$ cat src/hw/rtl/lfu_pkg.sv
package lfu_pkg;

    localparam int MAX_ENTRIES = 16;
    localparam int COUNT_WIDTH = 16;
    localparam int IDX_W       = $clog2(MAX_ENTRIES);
    localparam int DATA_W      = 32;
    localparam int CAP_W       = 5;
    localparam int GRP_SIZE    = 4;
    localparam int GROUPS      = MAX_ENTRIES / GRP_SIZE;
    localparam int VKEY_W      = 1 + COUNT_WIDTH + IDX_W;

    localparam logic FUNC_GET = 1'b0;
    localparam logic FUNC_PUT = 1'b1;

    localparam logic [CAP_W-1:0] CAP_RESET = CAP_W'(16);

    typedef logic [IDX_W-1:0]       t_idx;
    typedef logic [COUNT_WIDTH-1:0] t_count;
    typedef logic [DATA_W-1:0]      t_data;

    typedef struct packed {
        logic load;
        logic update;
        logic vict;
        logic repl;
    } t_dp_cmd;

    typedef struct packed {
        logic evict;
    } t_dp_stat;

endpackage

$ cat src/hw/rtl/lfu_cache_table.sv
// LFU cache table: 16-entry fully associative key/value store, least
// frequently used replacement with least recently used tie-break.
// Input channel: i_in_valid / o_in_stall with i_func (0 get, 1 put),
// i_key, i_value. Output channel: o_out_valid / i_out_stall with
// o_found and o_read_value (-1 on a get miss and on every put).
// A transaction moves when valid is high and stall is low.
// Capacity is written through i_cfg_we / i_cfg_data while idle; values
// above 16 act as 16, 0 turns every put into a no-op.
// The key is matched at accept (state IDLE) and registered with the
// group victim winners; a get, a hit put or a fill put updates the
// entry in EXEC. A put that evicts goes on to VICT, which registers
// the victim pick, then to REPL, which replaces it. One transaction
// is in flight at a time; the input stalls while it is processed.
// The result sits in an output register; a stalled receiver holds
// the next transaction in its last step until that register frees.
// Synchronous reset clears all entries and sets capacity to 16.
module lfu_cache_table
    import lfu_pkg::*;
(
    input  logic             i_clk,
    input  logic             i_rst_n,
    input  logic             i_cfg_we,
    input  logic [CAP_W-1:0] i_cfg_data,
    input  logic             i_in_valid,
    output logic             o_in_stall,
    input  logic             i_func,
    input  logic [31:0]      i_key,
    input  logic [31:0]      i_value,
    output logic             o_out_valid,
    input  logic             i_out_stall,
    output logic             o_found,
    output logic [31:0]      o_read_value
);

    t_dp_cmd  cmd;
    t_dp_stat stat;

    lfu_ctrl u_ctrl (
        .i_clk       (i_clk),
        .i_rst_n     (i_rst_n),
        .i_in_valid  (i_in_valid),
        .o_in_stall  (o_in_stall),
        .o_out_valid (o_out_valid),
        .i_out_stall (i_out_stall),
        .i_stat      (stat),
        .o_cmd       (cmd)
    );

    lfu_datapath u_datapath (
        .i_clk        (i_clk),
        .i_rst_n      (i_rst_n),
        .i_cfg_we     (i_cfg_we),
        .i_cfg_data   (i_cfg_data),
        .i_cmd        (cmd),
        .i_func       (i_func),
        .i_key        (i_key),
        .i_value      (i_value),
        .o_stat       (stat),
        .o_found      (o_found),
        .o_read_value (o_read_value)
    );

endmodule

$ cat src/hw/rtl/lfu_ctrl.sv
module lfu_ctrl
    import lfu_pkg::*;
(
    input  logic     i_clk,
    input  logic     i_rst_n,
    input  logic     i_in_valid,
    output logic     o_in_stall,
    output logic     o_out_valid,
    input  logic     i_out_stall,
    input  t_dp_stat i_stat,
    output t_dp_cmd  o_cmd
);

    localparam logic [1:0] S_IDLE = 2'd0;
    localparam logic [1:0] S_EXEC = 2'd1;
    localparam logic [1:0] S_VICT = 2'd2;
    localparam logic [1:0] S_REPL = 2'd3;

    logic [1:0] r_state, n_state;
    logic       r_out_valid, n_out_valid;
    logic       out_free;
    logic       emit;

    assign out_free    = !r_out_valid || !i_out_stall;
    assign o_in_stall  = (r_state != S_IDLE);
    assign o_out_valid = r_out_valid;

    always_comb begin
        n_state = r_state;
        o_cmd   = '0;
        emit    = 1'b0;
        unique case (r_state)
            S_IDLE: begin
                if (i_in_valid) begin
                    o_cmd.load = 1'b1;
                    n_state    = S_EXEC;
                end
            end
            S_EXEC: begin
                if (i_stat.evict) begin
                    n_state = S_VICT;
                end else if (out_free) begin
                    o_cmd.update = 1'b1;
                    emit         = 1'b1;
                    n_state      = S_IDLE;
                end
            end
            S_VICT: begin
                o_cmd.vict = 1'b1;
                n_state    = S_REPL;
            end
            S_REPL: begin
                if (out_free) begin
                    o_cmd.repl = 1'b1;
                    emit       = 1'b1;
                    n_state    = S_IDLE;
                end
            end
            default: n_state = S_IDLE;
        endcase
        n_out_valid = (r_out_valid && i_out_stall) || emit;
    end

    always_ff @(posedge i_clk) begin
        if (!i_rst_n) begin
            r_state     <= S_IDLE;
            r_out_valid <= 1'b0;
        end else begin
            r_state     <= n_state;
            r_out_valid <= n_out_valid;
        end
    end

endmodule

$ cat src/hw/rtl/lfu_datapath.sv
module lfu_datapath
    import lfu_pkg::*;
(
    input  logic             i_clk,
    input  logic             i_rst_n,
    input  logic             i_cfg_we,
    input  logic [CAP_W-1:0] i_cfg_data,
    input  t_dp_cmd          i_cmd,
    input  logic             i_func,
    input  t_data            i_key,
    input  t_data            i_value,
    output t_dp_stat         o_stat,
    output logic             o_found,
    output t_data            o_read_value
);

    logic [CAP_W-1:0]   r_cap;
    logic [IDX_W:0]     r_nvalid;
    logic [MAX_ENTRIES-1:0] r_valid;
    t_data              r_ekey  [MAX_ENTRIES];
    t_data              r_eval  [MAX_ENTRIES];
    t_count             r_cnt   [MAX_ENTRIES];
    t_idx               r_rank  [MAX_ENTRIES];

    logic               r_func;
    t_data              r_key;
    t_data              r_value;
    logic               r_found;
    t_idx               r_hit_idx;
    t_idx               r_free_idx;
    logic [VKEY_W-1:0]  r_gkey [GROUPS];
    t_idx               r_gidx [GROUPS];
    t_idx               r_vic_idx;
    logic               r_found_out;
    t_data              r_rdval;

    logic               hit_any;
    t_idx               hit_idx;
    t_idx               free_idx;
    logic [VKEY_W-1:0]  gkey [GROUPS];
    t_idx               gidx [GROUPS];
    t_idx               vic_idx;
    logic [CAP_W-1:0]   eff_cap;
    logic               cap_zero;
    logic               do_touch;
    logic               do_insert;
    t_idx               tgt;
    logic [IDX_W:0]     thr;

    function automatic logic [VKEY_W-1:0] vkey(input logic v, input t_count c, input t_idx r);
        return {~v, c, ~r};
    endfunction

    // Key match and free-slot search on the incoming transaction.
    always_comb begin
        hit_any  = 1'b0;
        hit_idx  = '0;
        free_idx = '0;
        for (int i = 0; i < MAX_ENTRIES; i++) begin
            if (r_valid[i] && r_ekey[i] == i_key) begin
                hit_any = 1'b1;
                hit_idx = IDX_W'(i);
            end
        end
        for (int i = MAX_ENTRIES - 1; i >= 0; i--) begin
            if (!r_valid[i]) begin
                free_idx = IDX_W'(i);
            end
        end
    end

    // Victim tree, first level: minimum of each group of four.
    always_comb begin
        logic [VKEY_W-1:0] k;
        for (int g = 0; g < GROUPS; g++) begin
            gkey[g] = vkey(r_valid[g*GRP_SIZE], r_cnt[g*GRP_SIZE], r_rank[g*GRP_SIZE]);
            gidx[g] = IDX_W'(g * GRP_SIZE);
            for (int j = 1; j < GRP_SIZE; j++) begin
                k = vkey(r_valid[g*GRP_SIZE+j], r_cnt[g*GRP_SIZE+j], r_rank[g*GRP_SIZE+j]);
                if (k < gkey[g]) begin
                    gkey[g] = k;
                    gidx[g] = IDX_W'(g * GRP_SIZE + j);
                end
            end
        end
    end

    // Victim tree, second level over registered group winners.
    always_comb begin
        logic [VKEY_W-1:0] best;
        best    = r_gkey[0];
        vic_idx = r_gidx[0];
        for (int g = 1; g < GROUPS; g++) begin
            if (r_gkey[g] < best) begin
                best    = r_gkey[g];
                vic_idx = r_gidx[g];
            end
        end
    end

    assign eff_cap  = (r_cap > CAP_W'(MAX_ENTRIES)) ? CAP_W'(MAX_ENTRIES) : r_cap;
    assign cap_zero = (eff_cap == '0);

    assign o_stat.evict = (r_func == FUNC_PUT) && !r_found && !cap_zero
                          && ({{(CAP_W-IDX_W-1){1'b0}}, r_nvalid} >= eff_cap);

    always_comb begin
        do_insert = i_cmd.repl
                    || (i_cmd.update && !r_found && r_func == FUNC_PUT && !cap_zero);
        do_touch  = do_insert
                    || (i_cmd.update && r_found && (r_func == FUNC_GET || !cap_zero));
        if (i_cmd.repl) begin
            tgt = r_vic_idx;
        end else if (r_found) begin
            tgt = r_hit_idx;
        end else begin
            tgt = r_free_idx;
        end
        if (!r_found && !i_cmd.repl) begin
            thr = (IDX_W+1)'(MAX_ENTRIES);
        end else begin
            thr = {1'b0, r_rank[tgt]};
        end
    end

    always_ff @(posedge i_clk) begin
        if (!i_rst_n) begin
            r_cap    <= CAP_RESET;
            r_nvalid <= '0;
            r_valid  <= '0;
        end else begin
            if (i_cfg_we) begin
                r_cap <= i_cfg_data;
            end
            if (do_insert) begin
                r_valid[tgt] <= 1'b1;
                if (!i_cmd.repl) begin
                    r_nvalid <= r_nvalid + 1'b1;
                end
            end
        end
    end

    always_ff @(posedge i_clk) begin
        if (i_cmd.load) begin
            r_func     <= i_func;
            r_key      <= i_key;
            r_value    <= i_value;
            r_found    <= hit_any;
            r_hit_idx  <= hit_idx;
            r_free_idx <= free_idx;
            for (int g = 0; g < GROUPS; g++) begin
                r_gkey[g] <= gkey[g];
                r_gidx[g] <= gidx[g];
            end
        end
        if (i_cmd.vict) begin
            r_vic_idx <= vic_idx;
        end
        if (do_touch) begin
            for (int i = 0; i < MAX_ENTRIES; i++) begin
                if (r_valid[i] && IDX_W'(i) != tgt && {1'b0, r_rank[i]} < thr) begin
                    r_rank[i] <= r_rank[i] + 1'b1;
                end
            end
            r_rank[tgt] <= '0;
            if (do_insert) begin
                r_cnt[tgt]  <= COUNT_WIDTH'(1);
                r_ekey[tgt] <= r_key;
            end else if (r_cnt[tgt] != '1) begin
                r_cnt[tgt] <= r_cnt[tgt] + 1'b1;
            end
            if (r_func == FUNC_PUT) begin
                r_eval[tgt] <= r_value;
            end
        end
        if (i_cmd.update || i_cmd.repl) begin
            r_found_out <= r_found;
            r_rdval     <= (r_func == FUNC_GET && r_found) ? r_eval[r_hit_idx] : '1;
        end
    end

    assign o_found      = r_found_out;
    assign o_read_value = r_rdval;

endmodule

$ cat config.mk
export PLATFORM = sky130hd
export DESIGN_NAME = lfu_cache_table
export DESIGN_NICKNAME = d
export VERILOG_FILES = /design/src/hw/rtl/lfu_pkg.sv /design/src/hw/rtl/lfu_cache_table.sv /design/src/hw/rtl/lfu_ctrl.sv /design/src/hw/rtl/lfu_datapath.sv
export SDC_FILE = /design/constraint.sdc
export NUM_CORES = 2
export LEC_CHECK = 0
export BUFFER_PORTS_ARGS = -buffer_cell sky130_fd_sc_hd__buf_4
export CORE_UTILIZATION = 35
export DETAILED_ROUTE_END_ITERATION = 16
export RECOVER_POWER = 25
export SYNTH_ARGS = -nofsm -noshare
export SYNTH_HDL_FRONTEND = slang
export SYNTH_HIERARCHICAL = 1
export SYNTH_SLANG_ARGS = --single-unit
$ cat constraint.sdc
create_clock -name i_clk -period 10.17 [get_ports i_clk]
set_input_delay 1.017 -clock i_clk [delete_from_list [all_inputs] [get_ports i_clk]]
set_output_delay 1.017 -clock i_clk [all_outputs]
set_load 0.005 [all_outputs]
==> impl_metrics.json <==
{
  "status": "finished with violations",
  "violations": "capacitance limit, slew limit",
  "worstPathRequired_ps": 10730,
  "dieWidth_um": 462,
  "grt_max_degree": 130,
  "place.gp.congestion": 0.920,
  "ant_nets": 0,
  "io_buffers": 109,
  "cts.sinks": 1576,
  "cts_resized": 0,
  "vias": 44800,
  "firstDrtPassIters": 6,
  "clock_latency_ps": 830,
  "drive_gt1_share_pct": 13.5,
  "yosysSeqAreaShare_pct": 62.5,
  "placed_area_um2": 78600,
  "drt-initial-drc-count": 4940,
  "synth_fp_nets": 5503,
  "fin_ws_ps": 1930,
  "cp.arrival_ps": 8800,
  "synth_top_cell_by_area": "edfxtp_1",
  "cts_root_buf": "clkbuf_16",
  "synth_area_leaders": "edfxtp_1 (60%), ha_1 (6.3%), mux4_2 (6.0%)",
  "synthArstFlopShare_pct": 0,
  "h-tree-depth": 4,
  "via_per_inst": 5.49,
  "ff_latch_area_um2": 46400,
  "worstHoldEndpoint": "u_datapath/r_func",
  "fin_tns_setup_ps": 0,
  "antenna_found_initial": 3,
  "grt_usage_pct": 20.7,
  "holdPathStages": 1,
  "finalCriticalPeriod_ps": 8240,
  "hold_violations": 0,
  "clk_pin_slew_worst_paths_ps": 50,
  "cp_max_fo": 22,
  "cts_max_path_buffers": 3,
  "yosys_most_used_dff": "edfxtp_1",
  "cts_tree": "built",
  "final_area_um2": 84000,
  "grt_overflow": 0,
  "avgSynthCellArea_um2": 14.7,
  "drcViolationCount": 0,
  "layoutNonFillerInstCount": 8163,
  "drv_cap": 37,
  "postCtsSetupRepairBufs": 0,
  "peakVddDrop_mv": 0.166,
  "fillers": 19200,
  "tightestPinTransition_ps": 2310,
  "reg2reg_to": "u_datapath/r_gkey[3][13]",
  "r2r-start": "u_datapath/r_rank[13][2]",
  "yosys_register_bits": 1576,
  "pin_count": 110,
  "power.density_nw_per_um2": 176,
  "core_um2": 210000,
  "syn2layout_area_growth_pct": 13.3,
  "synth_cell_type_count": 88,
  "clock_skew_ps": 60.8,
  "grt_pass1_vias": 43600,
  "cts_hold_buf": 0,
  "fin_nets": 5668,
  "rows": 168,
  "layout_common_cells": "edfxtp_1 (1,483), ha_1 (373), xnor2_1 (360)",
  "cts_inserted_buffers": 172,
  "multi_input_area_um2": 26200,
  "synthCells": 5055,
  "grt_pass1_wl_um": 320000,
  "dp_cells": 7851,
  "finalSetupViolCount": 0,
  "die_area_um2": 214000,
  "synth_area_um2": 74200,
  "slew_headroom_pct": -53.7,
  "cpMostUsedCell": "o21ai_0",
  "initial_utilization_pct": 35.3,
  "rr_worst_depth": 28,
  "worstSetupPathType": "reg -> reg",
  "fmaxAchievable_mhz": 121,
  "min_from": "i_func",
  "yosys_warnings": 6,
  "detailedPlace.worstSlack_ps": 2050,
  "synth_top_cell_area_share_pct": 60.0,
  "synth_edf_count": 1483,
  "routedWlPerCell_um": 27.7,
  "end_kind": "flop",
  "rsz0062_at_grt": "no",
  "critPathMaxStageDelay_ps": 760,
  "reg2reg_slack_ps": 1930,
  "hold_class": "in -> reg",
  "routed_wirelength_um": 227000,
  "timing.final.max_slew_violations": 676,
  "min_period_over_period_pct": 81.0,
  "power_leakage_nw": 29.0,
  "hpwlAfterDp_um": 143000,
  "layout_commonest_cell": "edfxtp_1",
  "crit_path_start_kind": "flop",
  "dieHeight_um": 462,
  "cp_slowest_cell": "a41oi_4"
}
-- state kept, by name (all words and copies together) (netlist names), 4 cells and up --
signal and count:
u_datapath/r_value 32, u_datapath/r_nvalid 5, u_datapath/r_hit_idx 4, u_datapath/r_free_idx 4, u_datapath/r_vic_idx 4, u_datapath/r_rank 64, u_datapath/r_ekey 512, u_datapath/r_eval 512
u_datapath/r_cnt 256, u_datapath/r_cap 5, u_datapath/r_valid 16, u_datapath/r_gidx 8, u_datapath/r_gkey 84, u_datapath/o_read_value 32, u_datapath/r_key 32
-- final cells by class --
| class | instances | area share (%) |
|---|---|---|
| Antenna cell | 2 | 0.00595 |
| Clock inverter | 95 | 1.28 |
| Timing Repair Buffer | 197 | 1.54 |
| Clock buffer | 215 | 5.43 |
| Inverter | 270 | 1.21 |
| Tap cell | 2805 | 4.18 |
| Sequential cell | 1576 | 55.2 |
| Multi-Input combinational cell | 3003 | 31.2 |
-- critical path, delay by kind of cell (launching register included) --
kind | cells | cell delay (ps)
AND/OR/NAND/NOR | 8 | 1900
buffers and inverters | 4 | 960
flip-flops | 1 | 440
AO/OA/AOI/OAI | 11 | 2960
adder cells (fa/ha/maj) | 3 | 920
multiplexers | 2 | 730
-- kinds of logic after synthesis --
kind of cell	after synthesis	synth area share (%)
flip-flops	1576	62.5
buffers and inverters	476	2.62
adder cells (fa/ha/maj)	373	6.29
XOR/XNOR	558	6.59
AO/OA/AOI/OAI	633	5.47
multiplexers	467	9.73
AND/OR/NAND/NOR	972	6.76
-- cells in the mapped netlist, drive strengths merged (23+ instances only) --
cell and n:
nor2b 43, a211oi 28, mux2i 215, edfxtp 1483, xnor2 360, a21o 77
inv 270, nand3 49, nand2b 69, mux4 196, o211ai 47, buf 81
and2 32, clkbuf 125, xor2 198, mux2 56, a21oi 183, dfxtp 93
nor2 239, nand4 180, nor4 65, o21a 23, o21ai 170, nor3 29
nand2 194, ha 373
-- stage by stage --
stage | total power, mW | hold WS [ps] | util, %
4_1_cts | 14.9 | 306 | 40.1
3_3_place_gp | 8.60 | 447 | 37.4
6_report | 14.8 | 391 | 40.0
5_1_grt | 15.2 | 341 | 40.0
2_1_floorplan | 8.13 | 451 | -
3_5_place_dp | 8.61 | 454 | 37.4
-- worst max-delay path by stage --
stage,start,end,slack (ps)
final,u_datapath/r_rank[13][2],u_datapath/r_gkey[3][13],1930
after global routing,u_datapath/r_rank[13][2],u_datapath/r_gkey[3][13],1420
after CTS,u_datapath/r_rank[13][2],u_datapath/r_gkey[3][13],1990
after detailed placement,u_datapath/r_rank[13][1],u_datapath/r_gkey[3][13],2050
after global placement,u_datapath/r_rank[13][1],u_datapath/r_gkey[3][13],2080
after floorplan,i_in_valid,u_datapath/r_found,1590
-- report_power, final --
group | internal, mW | leakage [nW] | switching, mW | total (mW)
Combinational | 0.407 | 12.1 | 0.720 | 1.13
Clock | 3.61 | 2.74 | 2.67 | 6.28
Sequential | 7.20 | 14.2 | 0.158 | 7.36
-- per-layer routing --
layer,wire (um),GRT usage [%]
met4,7240,6.67
met5,26,0
met2,103000,32.2
met1,99100,29.6
met3,17200,3.38
Power figures use the tool's default switching activity.
